**config.mk**
```make
export PLATFORM = sky130hd
export DESIGN_NAME = hrtt_front
export DESIGN_NICKNAME = d
export VERILOG_FILES = /design/src/rtl/core/hrtt_pkg.sv /design/src/rtl/core/hrtt_front.sv
export SDC_FILE = /design/constraint.sdc
export NUM_CORES = 1
export LEC_CHECK = 0
export BUFFER_PORTS_ARGS = -buffer_cell sky130_fd_sc_hd__buf_2
export CELL_PAD_IN_SITES_DETAIL_PLACEMENT = 1
export CELL_PAD_IN_SITES_GLOBAL_PLACEMENT = 2
export CORE_ASPECT_RATIO = 1.25
export CORE_MARGIN = 1.5
export CORE_UTILIZATION = 40
export CTS_BUF_LIST = sky130_fd_sc_hd__clkbuf_4 sky130_fd_sc_hd__clkbuf_8
export DETAILED_ROUTE_END_ITERATION = 10
export GPL_ROUTABILITY_DRIVEN = 0
export GPL_TIMING_DRIVEN = 0
export PLACE_DENSITY = 0.83
export SYNTH_ARGS = -nofsm -noshare
export SYNTH_HDL_FRONTEND = slang
export SYNTH_SLANG_ARGS = --single-unit
```
**constraint.sdc**
```tcl
create_clock -name clk_i -period 14.4 [get_ports clk_i]
set_clock_uncertainty 0.15 [all_clocks]
set_input_delay 4.32 -clock clk_i [delete_from_list [all_inputs] [get_ports clk_i]]
set_output_delay 4.32 -clock clk_i [all_outputs]
set_load 0.05 [all_outputs]
```
**src/rtl/core/hrtt_pkg.sv**
```systemverilog
// Shared types and constants of the request tracking table.
package hrtt_pkg;

  // Operation codes
  localparam logic [1:0] FUNC_INSERT = 2'd0;
  localparam logic [1:0] FUNC_LOOKUP = 2'd1;
  localparam logic [1:0] FUNC_REMOVE = 2'd2;
  localparam logic [1:0] FUNC_NONE   = 2'd3;

  // Status codes
  localparam logic [1:0] ST_OK        = 2'd0;
  localparam logic [1:0] ST_NOT_FOUND = 2'd1;
  localparam logic [1:0] ST_FULL      = 2'd2;

  localparam int unsigned BUCKET_W = 8;
  localparam int unsigned BUCKETS  = 1 << BUCKET_W;

  // Entry payload without the key
  typedef struct packed {
    logic [7:0]         flags;
    logic signed [31:0] tag;
    logic signed [31:0] dest;
    logic [30:0]        bytes;
    logic [31:0]        datatype;
    logic [31:0]        comm;
    logic [31:0]        id;
  } entry_t;

  localparam int unsigned ENTRY_W = $bits(entry_t);

  // Command word from front to back
  typedef struct packed {
    logic [1:0]          func;
    logic [31:0]         handle;
    logic [BUCKET_W-1:0] bucket;
    entry_t              data;
  } cmd_t;

  // Bucket hash: XOR of lowest and highest byte
  function automatic logic [BUCKET_W-1:0] bucket_of(input logic [31:0] h);
    bucket_of = h[7:0] ^ h[31:24];
  endfunction

endpackage

```
**src/rtl/core/hrtt_front.sv**
```systemverilog
// Front end: accepts words, hashes the handle and feeds a two-entry queue.
module hrtt_front (
  input  logic              clk_i,
  input  logic              rst_ni,
  input  logic              in_valid_i,
  output logic              in_stall_o,
  input  hrtt_pkg::cmd_t    cmd_i,
  output logic              cmd_valid_o,
  input  logic              cmd_pop_i,
  output hrtt_pkg::cmd_t    cmd_o
);

  hrtt_pkg::cmd_t entry_q [2];
  hrtt_pkg::cmd_t push_cmd;
  logic [1:0]     cnt_q;
  logic           rd_q, wr_q;
  logic           push, pop;

  assign in_stall_o  = (cnt_q == 2'd2);
  assign push        = in_valid_i && !in_stall_o;
  assign pop         = cmd_pop_i && cnt_q != 2'd0;
  assign cmd_valid_o = (cnt_q != 2'd0);
  assign cmd_o       = entry_q[rd_q];

  // Incoming word with its bucket filled in
  always_comb begin
    push_cmd        = cmd_i;
    push_cmd.bucket = hrtt_pkg::bucket_of(cmd_i.handle);
  end

  // Queue storage
  always_ff @(posedge clk_i) begin
    if (push) begin
      entry_q[wr_q] <= push_cmd;
    end
  end

  // Queue pointers
  always_ff @(posedge clk_i or negedge rst_ni) begin
    if (!rst_ni) begin
      cnt_q <= 2'd0;
      rd_q  <= 1'b0;
      wr_q  <= 1'b0;
    end else begin
      if (push) wr_q <= ~wr_q;
      if (pop)  rd_q <= ~rd_q;
      cnt_q <= cnt_q + {1'b0, push} - {1'b0, pop};
    end
  end

endmodule

```
-- Word-level counts from Yosys, hierarchy flattened
Memory sizes are Yosys's and may differ from the RTL's.
Cells that the tools add are included.
- bits of input ports: 245
- bits in writable memories: 482
- output and inout port bits: 243
- bits in registers: 4
- memories: 1
- multiplexer cells: 2
- add/sub/neg operators: 2
- bitwise logic cells: 3
- reduce and logical (&&, ||, !) cells: 4
- equal/unequal tests: 1
- memories (memory ; depth ; bits a word ; rd ports ; clocked after memory_dff ; wr ports ; line ; source):
    entry_q ; 2 ; 241 ; 1 ; 0 ; 1 ; hrtt_front.sv:13 ; hrtt_pkg::cmd_t entry_q [2];
- operators by type and width (kind ; number):
    $xor 8x8->8 ; 1
    $add 2x1->2 ; 1
    $eq 2x2->1 const B ; 1
    $logic_and 1x1->1 ; 2
    $mux 1 ; 2
    $not 1->1 ; 2
    $reduce_bool 2->1 ; 1
    $sub 2x1->2 ; 1
    $logic_not 1->1 ; 1

-- Logic depth before layout (Yosys ltp)
Gate-level depths: netlist (run 1).
- word-level depth: 5
- mapped depth: 7

-- Worst setup path after synthesis (run 1)
Ideal clock, no wire load.
- kind: input to register
- from: input in_valid_i
- to: memory entry_q[0][0] (netlist bit) (enable)
- slack: -0.995 ns
- library setup time: 0.847 ns
- required time: 13.403 ns
- arrival: 14.398 ns
- cell stages on the path: 2
- cell sequence: nand2_1 nor2_1
- cells in the longest elaborated chain, start to end: 3
- ends and longest elaborated chain (what ; line ; source):
    from (decl) ; hrtt_front.sv:5 ; input logic in_valid_i,
    $logic_and 1x1->1 ; hrtt_front.sv:20 ; assign push = in_valid_i && !in_stall_o;
    $mux 1 ; hrtt_front.sv:33 ; if (push) begin
    $mux 1 (not written as such) ; hrtt_front.sv:34 ; entry_q[wr_q] <= push_cmd;
    to (decl) ; hrtt_front.sv:13 ;
Every way passes these cells.

==> results of run 1 <==
[worst register-to-register path, stage by stage, from the launching register on]
cell	delay (ns)
dfrtp_1	0.41
nand2b_1	0.12
nand2_1	0.15
nor2_4	0.76
buf_12	0.30
buf_12	0.25
buf_12	0.22
[registers in the layout, indices dropped and copies added, names as in the netlist]
signal	flops
entry_q	482
cnt_q	2
rd_q	1
wr_q	1
[metrics by stage]
step,util,setup WS [ns],std cells
floorplan,-,3.09,776
global placement,0.475,-0.509,1833
detailed placement,0.481,7.81,1845
CTS,0.514,7.68,1976
global route,0.515,7.67,1986
finish,0.515,7.82,1988
[layout make-up]
| type | count | area [sq um] | share of cell area |
|---|---|---|---|
| flip-flops and latches | 486 | 14600 | 0.625 |
| multi-input cells | 261 | 3560 | 0.153 |
| repair buffers | 491 | 2660 | 0.114 |
| clock buffers | 103 | 1270 | 0.0544 |
| well taps | 578 | 723 | 0.0310 |
| plain buffers | 27 | 267 | 0.0114 |
| clock inverters | 28 | 216 | 0.00929 |
| diodes | 12 | 30.0 | 0.00129 |
| inverters | 2 | 7.51 | 0.000322 |
[power groups by stage]
stage          Sequential [mW]  Clock [mW]  Combinational [mW]
5_1_grt                   2.04        1.24                2.69
3_5_place_dp              2.04           0                2.62
2_1_floorplan             2.10           0                2.01
4_1_cts                   2.01        1.19                2.62
3_3_place_gp              2.16           0                2.53
6_report                  2.01        1.15                2.58
[cells in the final DEF, fill, tap and decap left out, types with 3 or more instances in the layout]
cell type,instances
diode_2,12
dfrtp_1,4
clkbuf_4,24
clkinv_1,13
clkinv_2,6
bufinv_16,3
clkbuf_8,79
buf_16,3
mux2_4,180
buf_2,485
clkinvlp_4,4
xor2_1,9
xnor2_1,3
mux2_2,61
buf_6,21
edfxtp_1,482
buf_12,9
[per-layer routing]
layer / up-vias / GRT usage / routed length (um)
met4: 12 / 0.0999 / 1620
met5: - / 0 / 90
met1: 4618 / 0.179 / 14600
li1: 4258 / - / -
met3: 106 / 0.0688 / 3620
met2: 355 / 0.323 / 22700
[worst paths after layout]
path,start,to,slack [ns],cells after the start
min,cnt_q[0]$_DFF_PN0_,cnt_q[0]$_DFF_PN0_,0.39,1
max,rd_q$_DFFE_PN0P_,cmd_o[149],7.82,5
max reg2reg,cnt_q[1]$_DFF_PN0_,entry_q[0][164]$_DFFE_PP_,11.71,6
max in group asynchronous,rst_ni,rd_q$_DFFE_PN0P_,10.63,1
min reg2reg,cnt_q[0]$_DFF_PN0_,cnt_q[0]$_DFF_PN0_,0.39,1
min in group asynchronous,rst_ni,wr_q$_DFFE_PN0N_,3.34,1
[cell families after synthesis]
kind of cell,after synthesis
xor gates and xnor gates,12
adders and majority gates,2
buffers and inverters,29
DFF,486
muxes,241
and+or+nand+nor,6
==> impl_results.md, run 1 <==
* Largest family of logic cells by synthesized area: multiplexers
* Leakage at 9.25 nW
* Later-pin clock latency in the skew report at 0.63 ns
* Worst Setup End Kind: output port
* Average routed wire per standard cell at 21.4 um
* Synth area leaders: edfxtp_1 79%, mux2_4 15%, mux2_2 3.7%, buf_6 1.3%, dfrtp_1 0.54%
* Syn_nets at 1023
* CP top delay family: buffers and inverters
* WL final at 42600 um
* Seq cells post-synth at 486
* Synth Area in Compound Gates at 0
* EDFF count, synth at 482
* Synth top area share at 0.787
* Area delta synth->final at 26.7%
* Cells along the critical path: buf_6, buf_6, buf_6, mux2_4, buf_2
* Arr. time, crit path at 2.11 ns
* FP Rows at 87
* CTS Hold Buffers Added at 0
* Pin count of the biggest net entering global routing at 67
* Via Count at 9349
* Syn avg cell area at 23.7 sq um
* IO Pins at 488
* Die X at 195 um
* Most used DFF post-synth: edfxtp_1
* Die Area at 47300 sq um
* FMAX at 152 MHz
* Startpoint Class: flop
* TritonRoute pass-1 iters at 4
* DR vias/cell at 4.70
* Most used cell, CP: buf_6
* Vias in the first global route at 10600
* Critical path type: flop to output port
* Yosys top cell by area: edfxtp_1
* # Post-CTS Setup Buffers at 0
* Post-DP HPWL at 30300 um
* Share of cells above drive strength 1 at 0.629
* Initial Util at 0.406
* Net switching power at 2.38 mW
* Max Buffers Root-to-Sink at 3
* Netlist cell types at 16
* Worst EP required at 9.93 ns
* Switching Share at 0.415
* Clk sink count at 486
* CTS tree: built
* Drt drc at 0
* Dpl cell area at 21800 sq um
* CP max stage delay at 0.34 ns
* Global Route Usage Sum at 0.180
* Post-Syn Area at 18400 sq um
* Post-Synth Simple-Gate Area at 0.00177
* Worst-path clk slew at 0.06 ns
* First-pass GRT wire length at 63200 um
* Max-slew headroom at 0.364
* Worst-Margin Slew at 0.951 ns
* Post-route ant nets at 0
* Min-delay worst type: flop to flop
* Core Area at 45300 sq um
* Pint at 3.36 mW
* TritonCTS Buffers at 78
* Synth Area in Adders at 0.00136
* Worst path bufs/invs at 4
* Synth cell count leaders: 482 x edfxtp_1, 180 x mux2_4, 61 x mux2_2
* Comb pwr share at 0.450
* Synth Area in XOR/XNOR at 0.00571
* Drt first-iter violations at 342
* Setup TNS at 0 ns
* Mux contribution to synthesized area at 0.184
* Final Setup Violations at 0
* Final hold slack at 0.390 ns
* Post-route cell area at 23300 sq um
* Synth warn at 0
* Min Clock Period, post-route at 6.58 ns
* H-tree depth at 3
* GRT overflow at 0
* # fillers at 4308
* Slowest stage cell, crit path: dfrtp_1
* Cell count after synthesis at 776
* Power per Cell Area at 246 nW/um^2
* PortBufs at 479
* Clock power frac at 0.200
* Cell with the most instances after synthesis: edfxtp_1
* Crit-path max FO at 10
* Die height at 243 um
* Layout Nets at 1594
* RSZ-0062 raised after global routing: no
* Fin. Hold Viols at 0
* Status: completed
* Sequential fraction of the synthesis area at 0.792
* Max VDD drop at 0.136 mV
* Clock root buffer: clkbuf_8
* Async SR Flop Fraction at 0.00823
* Slew Viols, Final at 0
* Tot Pwr at 5.74 mW
* Period utilization at 0.457
* Total of max-cap violations at 0
* Initial antenna violation count at 19
* Post_cts resized at 0
* Sequential share of power at 0.350
(Power assumes the default switching activity.)
==> inputs of run 2 (changes only) <==
--- a/config.mk
+++ b/config.mk
@@ -10,12 +10,12 @@
 export CELL_PAD_IN_SITES_GLOBAL_PLACEMENT = 2
 export CORE_ASPECT_RATIO = 1.25
 export CORE_MARGIN = 1.5
-export CORE_UTILIZATION = 40
+export CORE_UTILIZATION = 37
 export CTS_BUF_LIST = sky130_fd_sc_hd__clkbuf_4 sky130_fd_sc_hd__clkbuf_8
 export DETAILED_ROUTE_END_ITERATION = 10
 export GPL_ROUTABILITY_DRIVEN = 0
 export GPL_TIMING_DRIVEN = 0
-export PLACE_DENSITY = 0.83
+export PLACE_DENSITY = 0.81
 export SYNTH_ARGS = -nofsm -noshare
 export SYNTH_HDL_FRONTEND = slang
 export SYNTH_SLANG_ARGS = --single-unit
==> constraint.sdc (replaced) <==
create_clock -name clk_i -period 5.7 [get_ports clk_i]
set_clock_uncertainty 0.15 [all_clocks]
set_input_delay 1.71 -clock clk_i [delete_from_list [all_inputs] [get_ports clk_i]]
set_output_delay 1.71 -clock clk_i [all_outputs]
set_load 0.05 [all_outputs]
==> impl_results.md, run 2 (synthesis results as in run 1) <==
* Status: completed
* WL final at 41800 um
* TritonCTS Buffers at 77
* Power per Cell Area at 619 nW/um^2
* # Post-CTS Setup Buffers at 0
* Max VDD drop at 0.381 mV
* Pint at 8.53 mW
* Worst path bufs/invs at 4
* CTS Hold Buffers Added at 0
* Worst Setup End Kind: output port
* Arr. time, crit path at 2.14 ns
* Hold Crit Depth at 1
* Drt drc at 0
* Commonest non-fill, non-tap cell in the layout: buf_2
* Drt first-iter violations at 319
* Post-route cell area at 23500 sq um
* Critical path type: flop to output port
* R2R depth at 7
* Initial Util at 0.374
* Switching Share at 0.413
* Total of max-cap violations at 0
* Later-pin clock latency in the skew report at 0.63 ns
* Die height at 252 um
* Post-route ant nets at 0
* Slowest stage cell, crit path: dfrtp_1
* Layout Nets at 1594
* CTS tree: built
* Most frequent cells in the layout: 485 x buf_2, 482 x edfxtp_1, 180 x mux2_4
* Min Clock Period, post-route at 4.00 ns
* Period utilization at 0.702
* Crit-path max FO at 10
* Core Area at 49200 sq um
* Average routed wire per standard cell at 20.3 um
* Most used cell, CP: buf_6
* Setup WS post-layout at 1.70 ns
* Leakage at 9.29 nW
* Pin count of the biggest net entering global routing at 65
* Cells along the critical path: buf_6, buf_6, buf_6, mux2_4, buf_2
* Startpoint Class: flop
* Largest register FFs at 482
* Clock root buffer: clkbuf_8
* Fin. Hold Viols at 0
* Die Area at 51100 sq um
* DR vias/cell at 4.51
* CP top delay family: buffers and inverters
* Die X at 202 um
* Max Buffers Root-to-Sink at 3
* R2R Setup Slk at 2.89 ns
* Non-filler cells, final at 2062
* Worst-Margin Slew at 0.849 ns
* Sequential share of power at 0.349
* TritonRoute pass-1 iters at 4
* Area delta synth->final at 27.5%
* Post_cts resized at 0
* IO Pins at 488
* Clk sink count at 486
* Worst-path clk slew at 0.06 ns
* Net switching power at 6.00 mW
* Comb pwr share at 0.450
* FMAX at 250 MHz
* PortBufs at 479
* Post-DP HPWL at 30100 um
* Initial antenna violation count at 10
* Worst EP required at 3.84 ns
* Global Route Usage Sum at 0.162
* Biggest registers after layout: entry_q (482), cnt_q (2)
* GRT overflow at 0
* Dpl ws at 1.62 ns
* RSZ-0062 raised after global routing: no
* Max-slew headroom at 0.433
* Clock power frac at 0.201
* FP Rows at 91
* Via Count at 9298
* Dpl cell area at 21900 sq um
* CP max stage delay at 0.34 ns
* Register bank with the most flops: entry_q
* Placed Instances at 1919
* Min-delay worst type: flop to flop
* H-tree depth at 3
* Vias in the first global route at 10400
* Share of cells above drive strength 1 at 0.627
* Stages on worst setup path at 5
* Final Setup Violations at 0
* First-pass GRT wire length at 61700 um
* Utilization after layout at 0.477
* Setup TNS at 0 ns
* Slew Viols, Final at 0
[run 2: metal layers]
metal	track usage	routed length (um)	up-vias
met3	0.0556	3150	96
met4	0.0919	1610	8
met5	0	47	-
met1	0.168	14700	4572
met2	0.286	22300	371
li1	-	-	4251
[run 2: cell type report]
type                    count  area [sq um]
well taps                 651           815
multi-input cells         261          3580
flip-flops and latches    486         14600
repair buffers            492          2690
clock inverters            33           228
plain buffers              27           267
inverters                   2          7.51
clock buffers             105          1290
diodes                      5          12.5
fillers                  4785         25700
[run 2: worst reg2reg max path, stage by stage, from the launching register on]
cell	delay, ns
dfrtp_1	0.40
nand2b_1	0.24
nand2_8	0.09
nor2_4	0.67
buf_12	0.28
buf_12	0.22
buf_12	0.23
buf_12	0.22
[run 2: metrics by stage]
stage,hold WS [ns],total power [mW]
final,0.377,14.5
after global routing,0.416,15.1
after CTS,0.381,14.8
after detailed placement,0.367,11.8
after global placement,0.349,11.7
after floorplan,0.333,10.3
[run 2: worst paths after layout]
path | startpoint | to
max | rd_q$_DFFE_PN0P_ | cmd_o[96]
min | cnt_q[0]$_DFF_PN0_ | cnt_q[0]$_DFF_PN0_
max reg2reg | cnt_q[1]$_DFF_PN0_ | entry_q[0][147]$_DFFE_PP_
min reg2reg | cnt_q[0]$_DFF_PN0_ | cnt_q[0]$_DFF_PN0_
max in group asynchronous | rst_ni | wr_q$_DFFE_PN0N_
min in group asynchronous | rst_ni | cnt_q[0]$_DFF_PN0_
[run 2: power by group through the flow]
stage	Combinational, mW	Sequential, mW	Clock [mW]
2_1_floorplan	5.10	5.19	0
3_3_place_gp	6.40	5.28	0
3_5_place_dp	6.62	5.15	0
4_1_cts	6.64	5.08	3.04
5_1_grt	6.81	5.14	3.16
6_report	6.53	5.07	2.92
